[config.mk]
export PLATFORM = sky130hd
export DESIGN_NAME = ripemd160_hash_engine_flat
export DESIGN_NICKNAME = d
export VERILOG_FILES = /design/src/rtl/rmd_pkg.sv /design/src/rtl/rmd_if.sv /design/src/rtl/ripemd160_hash_engine.sv /design/src/flat_wrapper.sv
export SDC_FILE = /design/constraint.sdc
export NUM_CORES = 2
export LEC_CHECK = 0
export ABC_AREA = 0
export BUFFER_PORTS_ARGS = -buffer_cell sky130_fd_sc_hd__buf_2
export CORE_ASPECT_RATIO = 1.1
export CORE_MARGIN = 2
export CORE_UTILIZATION = 60
export CTS_BUF_LIST = sky130_fd_sc_hd__clkbuf_8
export DETAILED_ROUTE_END_ITERATION = 10
export HOLD_SLACK_MARGIN = 0.1
export PLACE_DENSITY_LB_ADDON = 0.12
export REMOVE_ABC_BUFFERS = 1
export SLEW_MARGIN = 5
export SYNTH_ARGS = -nofsm -noshare
export SYNTH_HDL_FRONTEND = slang
export SYNTH_SLANG_ARGS = --single-unit
[constraint.sdc]
create_clock -name clock -period 52.6 [get_ports clock]
set_input_delay 13.15 -clock clock [delete_from_list [all_inputs] [get_ports clock]]
set_output_delay 13.15 -clock clock [all_outputs]
set_load 0.01 [all_outputs]
[src/rtl/rmd_pkg.sv]
// ----------------------------------------------------------------------------
// rmd_pkg
// constants and round tables for the ripemd-160 engine
// ----------------------------------------------------------------------------
package rmd_pkg;
   localparam logic [31:0] IV0 = 32'h67452301;
   localparam logic [31:0] IV1 = 32'hefcdab89;
   localparam logic [31:0] IV2 = 32'h98badcfe;
   localparam logic [31:0] IV3 = 32'h10325476;
   localparam logic [31:0] IV4 = 32'hc3d2e1f0;

   function automatic logic [3:0] wl_f(input logic [6:0] j);
      logic [3:0] t [0:79];
      t = '{4'd0,4'd1,4'd2,4'd3,4'd4,4'd5,4'd6,4'd7,4'd8,4'd9,4'd10,4'd11,4'd12,4'd13,
            4'd14,4'd15,
            4'd7,4'd4,4'd13,4'd1,4'd10,4'd6,4'd15,4'd3,4'd12,4'd0,4'd9,4'd5,4'd2,4'd14,
            4'd11,4'd8,
            4'd3,4'd10,4'd14,4'd4,4'd9,4'd15,4'd8,4'd1,4'd2,4'd7,4'd0,4'd6,4'd13,4'd11,
            4'd5,4'd12,
            4'd1,4'd9,4'd11,4'd10,4'd0,4'd8,4'd12,4'd4,4'd13,4'd3,4'd7,4'd15,4'd14,4'd5,
            4'd6,4'd2,
            4'd4,4'd0,4'd5,4'd9,4'd7,4'd12,4'd2,4'd10,4'd14,4'd1,4'd3,4'd8,4'd11,4'd6,
            4'd15,4'd13};
      return t[j];
   endfunction

   function automatic logic [3:0] wr_f(input logic [6:0] j);
      logic [3:0] t [0:79];
      t = '{4'd5,4'd14,4'd7,4'd0,4'd9,4'd2,4'd11,4'd4,4'd13,4'd6,4'd15,4'd8,4'd1,4'd10,
            4'd3,4'd12,
            4'd6,4'd11,4'd3,4'd7,4'd0,4'd13,4'd5,4'd10,4'd14,4'd15,4'd8,4'd12,4'd4,4'd9,
            4'd1,4'd2,
            4'd15,4'd5,4'd1,4'd3,4'd7,4'd14,4'd6,4'd9,4'd11,4'd8,4'd12,4'd2,4'd10,4'd0,
            4'd4,4'd13,
            4'd8,4'd6,4'd4,4'd1,4'd3,4'd11,4'd15,4'd0,4'd5,4'd12,4'd2,4'd13,4'd9,4'd7,
            4'd10,4'd14,
            4'd12,4'd15,4'd10,4'd4,4'd1,4'd5,4'd8,4'd7,4'd6,4'd2,4'd13,4'd14,4'd0,4'd3,
            4'd9,4'd11};
      return t[j];
   endfunction

   function automatic logic [3:0] sl_f(input logic [6:0] j);
      logic [3:0] t [0:79];
      t = '{4'd11,4'd14,4'd15,4'd12,4'd5,4'd8,4'd7,4'd9,4'd11,4'd13,4'd14,4'd15,4'd6,
            4'd7,4'd9,4'd8,
            4'd7,4'd6,4'd8,4'd13,4'd11,4'd9,4'd7,4'd15,4'd7,4'd12,4'd15,4'd9,4'd11,4'd7,
            4'd13,4'd12,
            4'd11,4'd13,4'd6,4'd7,4'd14,4'd9,4'd13,4'd15,4'd14,4'd8,4'd13,4'd6,4'd5,4'd12,
            4'd7,4'd5,
            4'd11,4'd12,4'd14,4'd15,4'd14,4'd15,4'd9,4'd8,4'd9,4'd14,4'd5,4'd6,4'd8,4'd6,
            4'd5,4'd12,
            4'd9,4'd15,4'd5,4'd11,4'd6,4'd8,4'd13,4'd12,4'd5,4'd12,4'd13,4'd14,4'd11,4'd8,
            4'd5,4'd6};
      return t[j];
   endfunction

   function automatic logic [3:0] sr_f(input logic [6:0] j);
      logic [3:0] t [0:79];
      t = '{4'd8,4'd9,4'd9,4'd11,4'd13,4'd15,4'd15,4'd5,4'd7,4'd7,4'd8,4'd11,4'd14,4'd14,
            4'd12,4'd6,
            4'd9,4'd13,4'd15,4'd7,4'd12,4'd8,4'd9,4'd11,4'd7,4'd7,4'd12,4'd7,4'd6,4'd15,
            4'd13,4'd11,
            4'd9,4'd7,4'd15,4'd11,4'd8,4'd6,4'd6,4'd14,4'd12,4'd13,4'd5,4'd14,4'd13,4'd13,
            4'd7,4'd5,
            4'd15,4'd5,4'd8,4'd11,4'd14,4'd14,4'd6,4'd14,4'd6,4'd9,4'd12,4'd9,4'd12,4'd5,
            4'd15,4'd8,
            4'd8,4'd5,4'd12,4'd9,4'd12,4'd5,4'd14,4'd6,4'd8,4'd13,4'd6,4'd5,4'd15,4'd13,
            4'd11,4'd11};
      return t[j];
   endfunction

   function automatic logic [31:0] kl_f(input logic [2:0] r);
      case (r)
         3'd0: return 32'h00000000;
         3'd1: return 32'h5a827999;
         3'd2: return 32'h6ed9eba1;
         3'd3: return 32'h8f1bbcdc;
         default: return 32'ha953fd4e;
      endcase
   endfunction

   function automatic logic [31:0] kr_f(input logic [2:0] r);
      case (r)
         3'd0: return 32'h50a28be6;
         3'd1: return 32'h5c4dd124;
         3'd2: return 32'h6d703ef3;
         3'd3: return 32'h7a6d76e9;
         default: return 32'h00000000;
      endcase
   endfunction

   function automatic logic [31:0] bool_f(input logic [2:0] r, input logic [31:0] x,
                                          input logic [31:0] y, input logic [31:0] z);
      case (r)
         3'd0: return x ^ y ^ z;
         3'd1: return (x & y) | (~x & z);
         3'd2: return (x | ~y) ^ z;
         3'd3: return (x & z) | (y & ~z);
         default: return x ^ (y | ~z);
      endcase
   endfunction

   function automatic logic [31:0] rotl_f(input logic [31:0] x, input logic [3:0] n);
      logic [63:0] d;
      d = {x, x} << n;
      return d[63:32];
   endfunction
endpackage

[src/rtl/rmd_if.sv]
// ----------------------------------------------------------------------------
// rmd_req_if / rmd_rsp_if
// valid-ready channels for requests and digest words
// ----------------------------------------------------------------------------
interface rmd_req_if;
   logic       valid;
   logic       ready;
   logic       kind;
   logic [7:0] data_byte;
   modport source (output valid, kind, data_byte, input ready);
   modport sink (input valid, kind, data_byte, output ready);
endinterface

interface rmd_rsp_if;
   logic        valid;
   logic        ready;
   logic [31:0] digest_word;
   logic [2:0]  word_index;
   logic        last_word;
   modport source (output valid, digest_word, word_index, last_word, input ready);
   modport sink (input valid, digest_word, word_index, last_word, output ready);
endinterface

[src/rtl/ripemd160_hash_engine.sv]
// ----------------------------------------------------------------------------
// ripemd160_hash_engine
// byte-fed ripemd-160 with one shared round unit
// ----------------------------------------------------------------------------
// A data request is taken while the engine is idle; the 64th byte of a block
// then starts the compression, which runs one step of both lines per cycle
// through all steps and then updates the chaining words. A finish request
// feeds the padding bytes through the same byte path, one per cycle (9 to 72
// bytes plus one or two compressions), then presents five digest words on
// the response channel, one per accepted response. The engine is not ready
// while it compresses, pads or emits.
module ripemd160_hash_engine (
   input logic clock,
   input logic reset,
   rmd_req_if.sink   req,
   rmd_rsp_if.source rsp
);
   typedef enum logic [4:0] {
      ST_IDLE = 5'b00001,
      ST_PAD  = 5'b00010,
      ST_RND  = 5'b00100,
      ST_FIN  = 5'b01000,
      ST_OUT  = 5'b10000
   } state_type;

   state_type   state_ff, state_in;
   logic [31:0] blk_ff [0:15];
   logic [31:0] h_ff [0:4];
   logic [31:0] a_ff, b_ff, c_ff, d_ff, e_ff;
   logic [31:0] ap_ff, bp_ff, cp_ff, dp_ff, ep_ff;
   logic [60:0] cnt_ff;
   logic [63:0] bits_ff;     // length latched at finish
   logic        pad_ff;      // finish in progress
   logic [3:0]  pidx_ff;     // length byte index while padding
   logic        plen_ff;     // emitting length bytes
   logic [6:0]  j_ff;
   logic [2:0]  oidx_ff;

   // byte feed: from request or padding generator
   logic       bvalid;
   logic [7:0] bval;
   logic [5:0] pos;
   assign pos = cnt_ff[5:0];

   always_comb begin
      bval = 8'h00;
      if (state_ff == ST_IDLE) bval = req.data_byte;
      else if (!pad_ff) bval = 8'h00;
      else if (plen_ff) bval = bits_ff[8*pidx_ff[2:0] +: 8];
      else if (pidx_ff == 4'd8) bval = 8'h80;   // first pad byte
      else bval = 8'h00;
   end
   assign bvalid = (state_ff == ST_IDLE && req.valid && !req.kind) ||
                   (state_ff == ST_PAD);

   assign req.ready = (state_ff == ST_IDLE);

   // round unit
   logic [2:0]  r;
   logic [31:0] tl, tr;
   assign r = (j_ff < 7'd16) ? 3'd0 : (j_ff < 7'd32) ? 3'd1 :
              (j_ff < 7'd48) ? 3'd2 : (j_ff < 7'd64) ? 3'd3 : 3'd4;
   assign tl = rmd_pkg::rotl_f(a_ff + rmd_pkg::bool_f(r, b_ff, c_ff, d_ff)
               + blk_ff[rmd_pkg::wl_f(j_ff)] + rmd_pkg::kl_f(r), rmd_pkg::sl_f(j_ff))
               + e_ff;
   assign tr = rmd_pkg::rotl_f(ap_ff + rmd_pkg::bool_f(3'd4 - r, bp_ff, cp_ff, dp_ff)
               + blk_ff[rmd_pkg::wr_f(j_ff)] + rmd_pkg::kr_f(r), rmd_pkg::sr_f(j_ff))
               + ep_ff;

   always_comb begin
      state_in = state_ff;
      unique case (state_ff)
         ST_IDLE: if (req.valid) state_in = req.kind ? ST_PAD :
                                 (pos == 6'd63 ? ST_RND : ST_IDLE);
         ST_PAD:  if (pos == 6'd63) state_in = ST_RND;
         ST_RND:  if (j_ff == 7'd79) state_in = ST_FIN;
         ST_FIN:  state_in = !pad_ff ? ST_IDLE : (plen_ff && pidx_ff == 4'd8) ? ST_OUT
                             : ST_PAD;
         ST_OUT:  if (rsp.ready && oidx_ff == 3'd4) state_in = ST_IDLE;
         default: state_in = ST_IDLE;
      endcase
   end

   always_ff @(posedge clock) begin
      if (reset) begin
         state_ff <= ST_IDLE;
         cnt_ff   <= '0;
         pad_ff   <= 1'b0;
         j_ff     <= '0;
         oidx_ff  <= '0;
         h_ff     <= '{rmd_pkg::IV0, rmd_pkg::IV1, rmd_pkg::IV2, rmd_pkg::IV3, rmd_pkg::IV4};
      end else begin
         state_ff <= state_in;
         if (bvalid) begin
            // first byte of a word overwrites it
            if (pos[1:0] == 2'd0) blk_ff[pos[5:2]] <= {24'd0, bval};
            else blk_ff[pos[5:2]][8*pos[1:0] +: 8] <= bval;
            cnt_ff <= cnt_ff + 61'd1;
            if (pad_ff) begin
               if (!plen_ff) pidx_ff <= 4'd0;
               else if (pidx_ff == 4'd7) pidx_ff <= 4'd8;
               else pidx_ff <= pidx_ff + 4'd1;
               if (pos == 6'd55 || plen_ff) plen_ff <= 1'b1;
            end
            if (pos == 6'd63) begin
               j_ff <= '0;
               {a_ff, b_ff, c_ff, d_ff, e_ff} <= {h_ff[0], h_ff[1], h_ff[2], h_ff[3], h_ff[4]};
               {ap_ff, bp_ff, cp_ff, dp_ff, ep_ff} <=
                  {h_ff[0], h_ff[1], h_ff[2], h_ff[3], h_ff[4]};
            end
         end
         if (state_ff == ST_IDLE && req.valid && req.kind) begin
            pad_ff  <= 1'b1;
            plen_ff <= 1'b0;
            pidx_ff <= 4'd8;
            bits_ff <= {cnt_ff, 3'b000};
         end
         if (state_ff == ST_RND) begin
            j_ff <= j_ff + 7'd1;
            a_ff <= e_ff; e_ff <= d_ff; d_ff <= rmd_pkg::rotl_f(c_ff, 4'd10);
            c_ff <= b_ff; b_ff <= tl;
            ap_ff <= ep_ff; ep_ff <= dp_ff; dp_ff <= rmd_pkg::rotl_f(cp_ff, 4'd10);
            cp_ff <= bp_ff; bp_ff <= tr;
         end
         if (state_ff == ST_FIN) begin
            h_ff[0] <= h_ff[1] + c_ff + dp_ff;
            h_ff[1] <= h_ff[2] + d_ff + ep_ff;
            h_ff[2] <= h_ff[3] + e_ff + ap_ff;
            h_ff[3] <= h_ff[4] + a_ff + bp_ff;
            h_ff[4] <= h_ff[0] + b_ff + cp_ff;
            oidx_ff <= '0;
         end
         if (state_ff == ST_OUT && rsp.ready) begin
            oidx_ff <= oidx_ff + 3'd1;
            if (oidx_ff == 3'd4) begin
               h_ff   <= '{rmd_pkg::IV0, rmd_pkg::IV1, rmd_pkg::IV2, rmd_pkg::IV3,
                           rmd_pkg::IV4};
               cnt_ff <= '0;
               pad_ff <= 1'b0;
            end
         end
      end
   end

   assign rsp.valid       = (state_ff == ST_OUT);
   assign rsp.digest_word = h_ff[oidx_ff];
   assign rsp.word_index  = oidx_ff;
   assign rsp.last_word   = (oidx_ff == 3'd4);
endmodule

[src/flat_wrapper.sv]
// flat-port wrapper written by rule: the top's interface ports become plain ports
module ripemd160_hash_engine_flat 
  (clock, reset, req_valid, req_kind, req_data_byte, req_ready, rsp_valid, rsp_digest_word, rsp_word_index, rsp_last_word, rsp_ready);
  rmd_req_if req_i ();
  rmd_rsp_if rsp_i ();
  input logic clock;
  input logic reset;
  input wire logic [$bits(req_i.valid)-1:0] req_valid;
  input wire logic [$bits(req_i.kind)-1:0] req_kind;
  input wire logic [$bits(req_i.data_byte)-1:0] req_data_byte;
  output wire logic [$bits(req_i.ready)-1:0] req_ready;
  output wire logic [$bits(rsp_i.valid)-1:0] rsp_valid;
  output wire logic [$bits(rsp_i.digest_word)-1:0] rsp_digest_word;
  output wire logic [$bits(rsp_i.word_index)-1:0] rsp_word_index;
  output wire logic [$bits(rsp_i.last_word)-1:0] rsp_last_word;
  input wire logic [$bits(rsp_i.ready)-1:0] rsp_ready;
  assign req_i.valid = req_valid;
  assign req_i.kind = req_kind;
  assign req_i.data_byte = req_data_byte;
  assign req_ready = req_i.ready;
  assign rsp_valid = rsp_i.valid;
  assign rsp_digest_word = rsp_i.digest_word;
  assign rsp_word_index = rsp_i.word_index;
  assign rsp_last_word = rsp_i.last_word;
  assign rsp_i.ready = rsp_ready;
  ripemd160_hash_engine u_core (.clock(clock), .reset(reset), .req(req_i), .rsp(rsp_i));
endmodule
# Yosys cells after proc, flatten, opt, wreduce, memory -nomap -nowiden
# Memories as Yosys holds them, arrays and structs flattened.
# Index checks and enable logic that the tools add are counted.
# classes
n_addsub	24
order_cmp	6
eq_ne	21
shifts	5
mux	113
bitwise	65
n_reduce_logical	24
# ops
operator	count
two-way mux 32 bit	23
adder 32 bit	17
two-way mux 160 bit	3
case mux 32 bit (4 select lines)	3
AND 32 bit	8
bitwise OR 32 bit	8
bitwise XOR 32 bit	8
inverter 32 bit	6
two-way mux 61 bit	3
<< shifter 64 x 4 -> 64 bit	2
case mux 31 bit (4 select lines)	1
binary-select mux 32 bit (select 3 bit)	1
variable part select 64 x 7 -> 8 bit	1
adder 61 x 1 -> 61 bit (second input constant)	1
two-way mux 4 bit	12
two-way mux 1 bit	45
two-way mux 5 bit	7
negation 5 -> 34 bit	1
variable shift 8 x 34 -> 32 bit (first input constant)	1
variable part select 8 x 34 -> 32 bit	1
adder 32 x 31 -> 32 bit	1
two-way mux 8 bit	4
bitwise OR 1 bit	32
case mux 5 bit (5 select lines)	1
other kinds (37)	68
# totals
ff_bits	623
ramBits	512
rom_bits	2048
input_bits	13
out_inout_bits	38
wordCells	286
mem_count	5
# mem_list
memory	words	word_bits	rd	rd_ports_with_merged_regs	write_ports	line_no	rtl
(name not given)	128	4	1	0	0	rmd_pkg.sv:24	return t[j];
(name not given)	128	4	1	0	0	rmd_pkg.sv:54	return t[j];
(name not given)	128	4	1	0	0	rmd_pkg.sv:39	return t[j];
(name not given)	128	4	1	0	0	rmd_pkg.sv:69	return t[j];
u_core.blk_ff	16	32	2	0	1	ripemd160_hash_engine.sv:27	logic [31:0] blk_ff [0:15];

# Longest topological paths before layout
# logic_depth
depth_word	14
ltp_mapped	52
depth_no_buf	47

# Worst setup path after synthesis
# No wires, ideal clock.
# synth_timing
path_type	input port to flip-flop
from	input port req_kind
to	register u_core.a_ff[0], enable pin
setup_ns	1.109
arrival_ns	29.002
t_required_ns	51.491
slack_ns	22.489
cell_stages	4
path_buffers	0
path_cell_list	inv_1 a31o_2 nand3_1 a21oi_1
# synth_via
elab_chain_len	5
# synth_rtl
item	line_no	rtl
start: declaration	flat_wrapper.sv:9	input wire logic [$bits(req_i.kind)-1:0] req_kind;
logical NOT 1 bit	ripemd160_hash_engine.sv:53	assign bvalid = (state_ff == ST_IDLE && req.valid && !req.kind) ||
logical AND 1 bit	ripemd160_hash_engine.sv:53	
logical OR 1 bit	ripemd160_hash_engine.sv:53	
nonzero test 2 bit (no line)	--	
AND reduction 3 bit (no line)	--	
end signal: assignment	ripemd160_hash_engine.sv:107	{a_ff, b_ff, c_ff, d_ff, e_ff} <= {h_ff[0], h_ff[1], h_ff[2], h_ff[3], h_ff[4]};
end: declaration	ripemd160_hash_engine.sv:29	logic [31:0] a_ff, b_ff, c_ff, d_ff, e_ff;
# Every way passes these cells.
# A chain may end at the register's enable or synchronous reset.

# Worst setup path after layout
# layout_timing
from	register u_core.oidx_ff[0] (netlist: u_core.rsp.word_index[0])
to	output port rsp_digest_word[15]
# layout_via
elab_chain_len	4
# layout_rtl
item	line_no	rtl
start: declaration	ripemd160_hash_engine.sv:37	logic [2:0] oidx_ff;
start signal: assignment	ripemd160_hash_engine.sv:134	oidx_ff <= oidx_ff + 3'd1;
inverter 3 -> 4 bit (implied by the code)	ripemd160_hash_engine.sv:146	assign rsp.digest_word = h_ff[oidx_ff];
binary-select mux 32 bit (select 3 bit)	ripemd160_hash_engine.sv:146	
two-way mux 32 bit (implied by the code) (2 in a row)	ripemd160_hash_engine.sv:146	
end: declaration	flat_wrapper.sv:13	output wire logic [$bits(rsp_i.digest_word)-1:0] rsp_digest_word;
# Every way passes these cells. The select of a mux whose other input is x is not followed.

==> flow_summary.ini <==
[clock_network]
htreeDepth = 4
clk_latency_ns = 1.01
root_buffer = clkbuf_8
cts_tree = yes
hold_buffers = 0
clk_path_buf_depth = 3
cts_resized = 0
clock-sinks = 1135
clkTransAtPathRegs_ns = 0.06
cts_setup_buffers = 0
cts_buffers = 190

[timing]
skew_ns = 0.0581
fmax_ghz = 0.0597
fin_crit_ns = 16.75
slew_headroom_pct = 7.97
setup_viol_count_final = 0
setup_tns_ns = 0
final_hold_viol_count = 0
worst_pin_slew_ns = 1.38
fin_crit_sh_pct = 31.8
slew_violations = 0
rsz0062_at_grt = false

[final_layout]
layout-drive-gt1-share_pct = 7.88
nNetsFinal = 9074
nFillCells = 10984
area_delta_synth_final_pct = 7.07
final_cell_area_mm2 = 0.0861

[yosys]
synth_warnings = 0
synthAdderAreaFrac_pct = 12.7
yosysSeqAreaShare_pct = 39.4
synth-compound-area-share_pct = 15.5
synth-xor-area-share_pct = 4.53
ys.flop_type = edfxtp_1
netlist_area_mm2 = 0.0804
synth-edff-count = 898
synthMuxAreaShare_pct = 7.40
ys_seq_elements = 1135
synth_cell_type_count = 93
synthCells = 8559
synthArstFlopShare_pct = 0
yosys.area_share.simple_pct = 15.9
synth_top_family_by_area = simple AND/OR/NAND/NOR gates
post_synth.cell_area_avg_um2 = 9.40

[min_path]
holdPathStages = 0
holdCritPathClass = reg2reg
min-delay-start = u_core.cnt_ff[60]
min_to = u_core.bits_ff[63]

[power]
irDropWorstVdd_v = 0.0000270
powerDensity_mw_per_mm2 = 22.4
total_power_mw = 1.93
leakagePower_nw = 34.2

[die]
initial_core_util_pct = 60.6
ios = 51
die_w_um = 353
coreArea_mm2 = 0.133
dieHeight_um = 388
die_area_mm2 = 0.137
num_rows = 140

[grt]
use_met1_pct = 52.4
gr-usage-met3_pct = 12.2
antenna_found_initial = 17
grt_usage_pct = 43.2
grt_overflow = 0
grt_pass1_vias = 66074
gr-max-usage-layer = met2
grt_pass1_wl_um = 435000
grt_use_met2_pct = 66.1
grt_max_degree = 196

[critical_path]
cp_data_required_time_ns = 39.45
worst-setup-path-type = reg2out
startpoint_type = flip-flop
reg2reg_depth = 47
r2r_start = u_core.j_ff[4]
r2r-end = u_core.bp_ff[30]
cp_max_fo = 20
end_kind = primary output
r2r_setup_slack_ns = 36.96
cp.arrival_ns = 3.60

[drt]
viasPerCell = 6.70
drt-total-wl_um = 301000
drtIter0Drc = 9278
wl_per_cell_um = 29.1
ant_nets = 0
drc_errors = 0
vias = 69414
firstDrtPassIters = 8

[place]
dpl.hpwl_um = 218000
place_area_mm2 = 0.0822
gp_congestion = 1.09
port_buffers = 50

[run_status]
status = finished, final reports clean

[run]
drv_cap = 0
worst max path at each step:
| stage | endpoint | from | slack [ns] | cells past startpoint |
|---|---|---|---|---|
| floorplan | u_core.a_ff[0] | req_kind | 22.49 | 4 |
| global placement | u_core.cnt_ff[57] | req_kind | 36.19 | 12 |
| detailed placement | u_core.cnt_ff[57] | req_kind | 36.13 | 12 |
| CTS | rsp_digest_word[15] | u_core.rsp.word_index[0] | 35.83 | 5 |
| global route | rsp_digest_word[13] | u_core.rsp.word_index[0] | 35.77 | 5 |
| finish | rsp_digest_word[15] | u_core.rsp.word_index[0] | 35.85 | 5 |
cells in the final DEF (no fill, tap or decap), types with 162 or more instances in the layout:
cell type,synthesis,routed
mux2i_1,355,355
clkbuf_8,0,210
nand2_1,1600,1600
xor2_1,162,162
edfxtp_1,898,898
o21ai_0,438,438
a211oi_1,165,165
a21oi_1,552,546
xnor2_1,252,252
nand3_1,340,338
inv_1,454,517
fa_1,284,284
dfxtp_1,237,229
nor2_1,485,480
ha_1,362,361
flip-flops by register name (all words and copies together), names as in the netlist, 61 cells and up:
signal,count
u_core.blk_ff,512
u_core.cnt_ff,61
u_core.h_ff,160
u_core.bits_ff,61
routing by layer:
metal	share of wire (%)	wire, um	vias up
met3	12	37500	1041
met5	0.020	61	-
li1	-	-	30337
met1	35	105000	33324
met2	44	133000	4702
met4	8.6	25900	10
final cells by class:
class | instances | area, um^2 | area share [%]
multi-input cells | 6464 | 45300 | 52.6
flip-flops and latches | 1135 | 31700 | 36.8
clock buffers | 210 | 2890 | 3.36
well taps | 1775 | 2220 | 2.58
inverters | 466 | 1750 | 2.03
repair buffers | 158 | 1150 | 1.33
clock inverters | 142 | 1030 | 1.19
diodes | 8 | 20.0 | 0.0232
synth_stat cells, types with 98 or more instances:
| library cell | n | share of area (%) |
|---|---|---|
| nand2_1 | 1600 | 7.5 |
| edfxtp_1 | 898 | 34 |
| a21oi_1 | 552 | 3.4 |
| nor2_1 | 485 | 2.3 |
| inv_1 | 454 | 2.1 |
| o21ai_0 | 438 | 2.7 |
| clkbuf_1 | 411 | 1.9 |
| ha_1 | 362 | 5.6 |
| mux2i_1 | 355 | 4.4 |
| nand3_1 | 340 | 2.1 |
| fa_1 | 284 | 7.1 |
| xnor2_1 | 252 | 2.7 |
| dfxtp_1 | 237 | 5.9 |
| a211oi_1 | 165 | 1.5 |
| xor2_1 | 162 | 1.8 |
| o211ai_1 | 150 | 1.4 |
| a21o_1 | 120 | 1.1 |
| mux2_2 | 107 | 1.5 |
| and3_1 | 98 | 0.76 |
report_power, final:
part / internal (mW) / switching (mW)
Combinational: 0.0400 / 0.0913
Clock: 0.431 / 0.400
Sequential: 0.966 / 0.00330
Total: 1.44 / 0.494
worst max-delay path, cell delays in order (launching register included):
cell and delay [ns]:
dfxtp_2 1.01, buf_4 0.58, mux4_2 0.61, inv_1 0.07, o21ai_0 0.10, buf_2 0.19
metrics by stage:
stage               hold WS, ns  std cells  utilization (%)  setup slack (ns)
floorplan                 0.429       8065                -             22.49
detailed placement        0.443       9997             61.9             36.13
finish                    0.451      10358             64.9             35.85
CTS                       0.455      10349             64.8             35.83
global placement          0.440       9997             61.9             36.19
global route              0.478      10353             64.9             35.77
kinds of logic (layout without fill, tap and decap cells):
| kind of cell | after synthesis | after routing |
|---|---|---|
| xor+xnor | 415 | 415 |
| flops | 1135 | 1135 |
| simple gates | 2946 | 2946 |
| compound gates | 1942 | 1942 |
| mux | 515 | 515 |
| buf+inv | 960 | 976 |
| other cells | 0 | 8 |
| fa+ha+maj | 646 | 646 |
No activity file was read; power rests on OpenSTA's default activity.
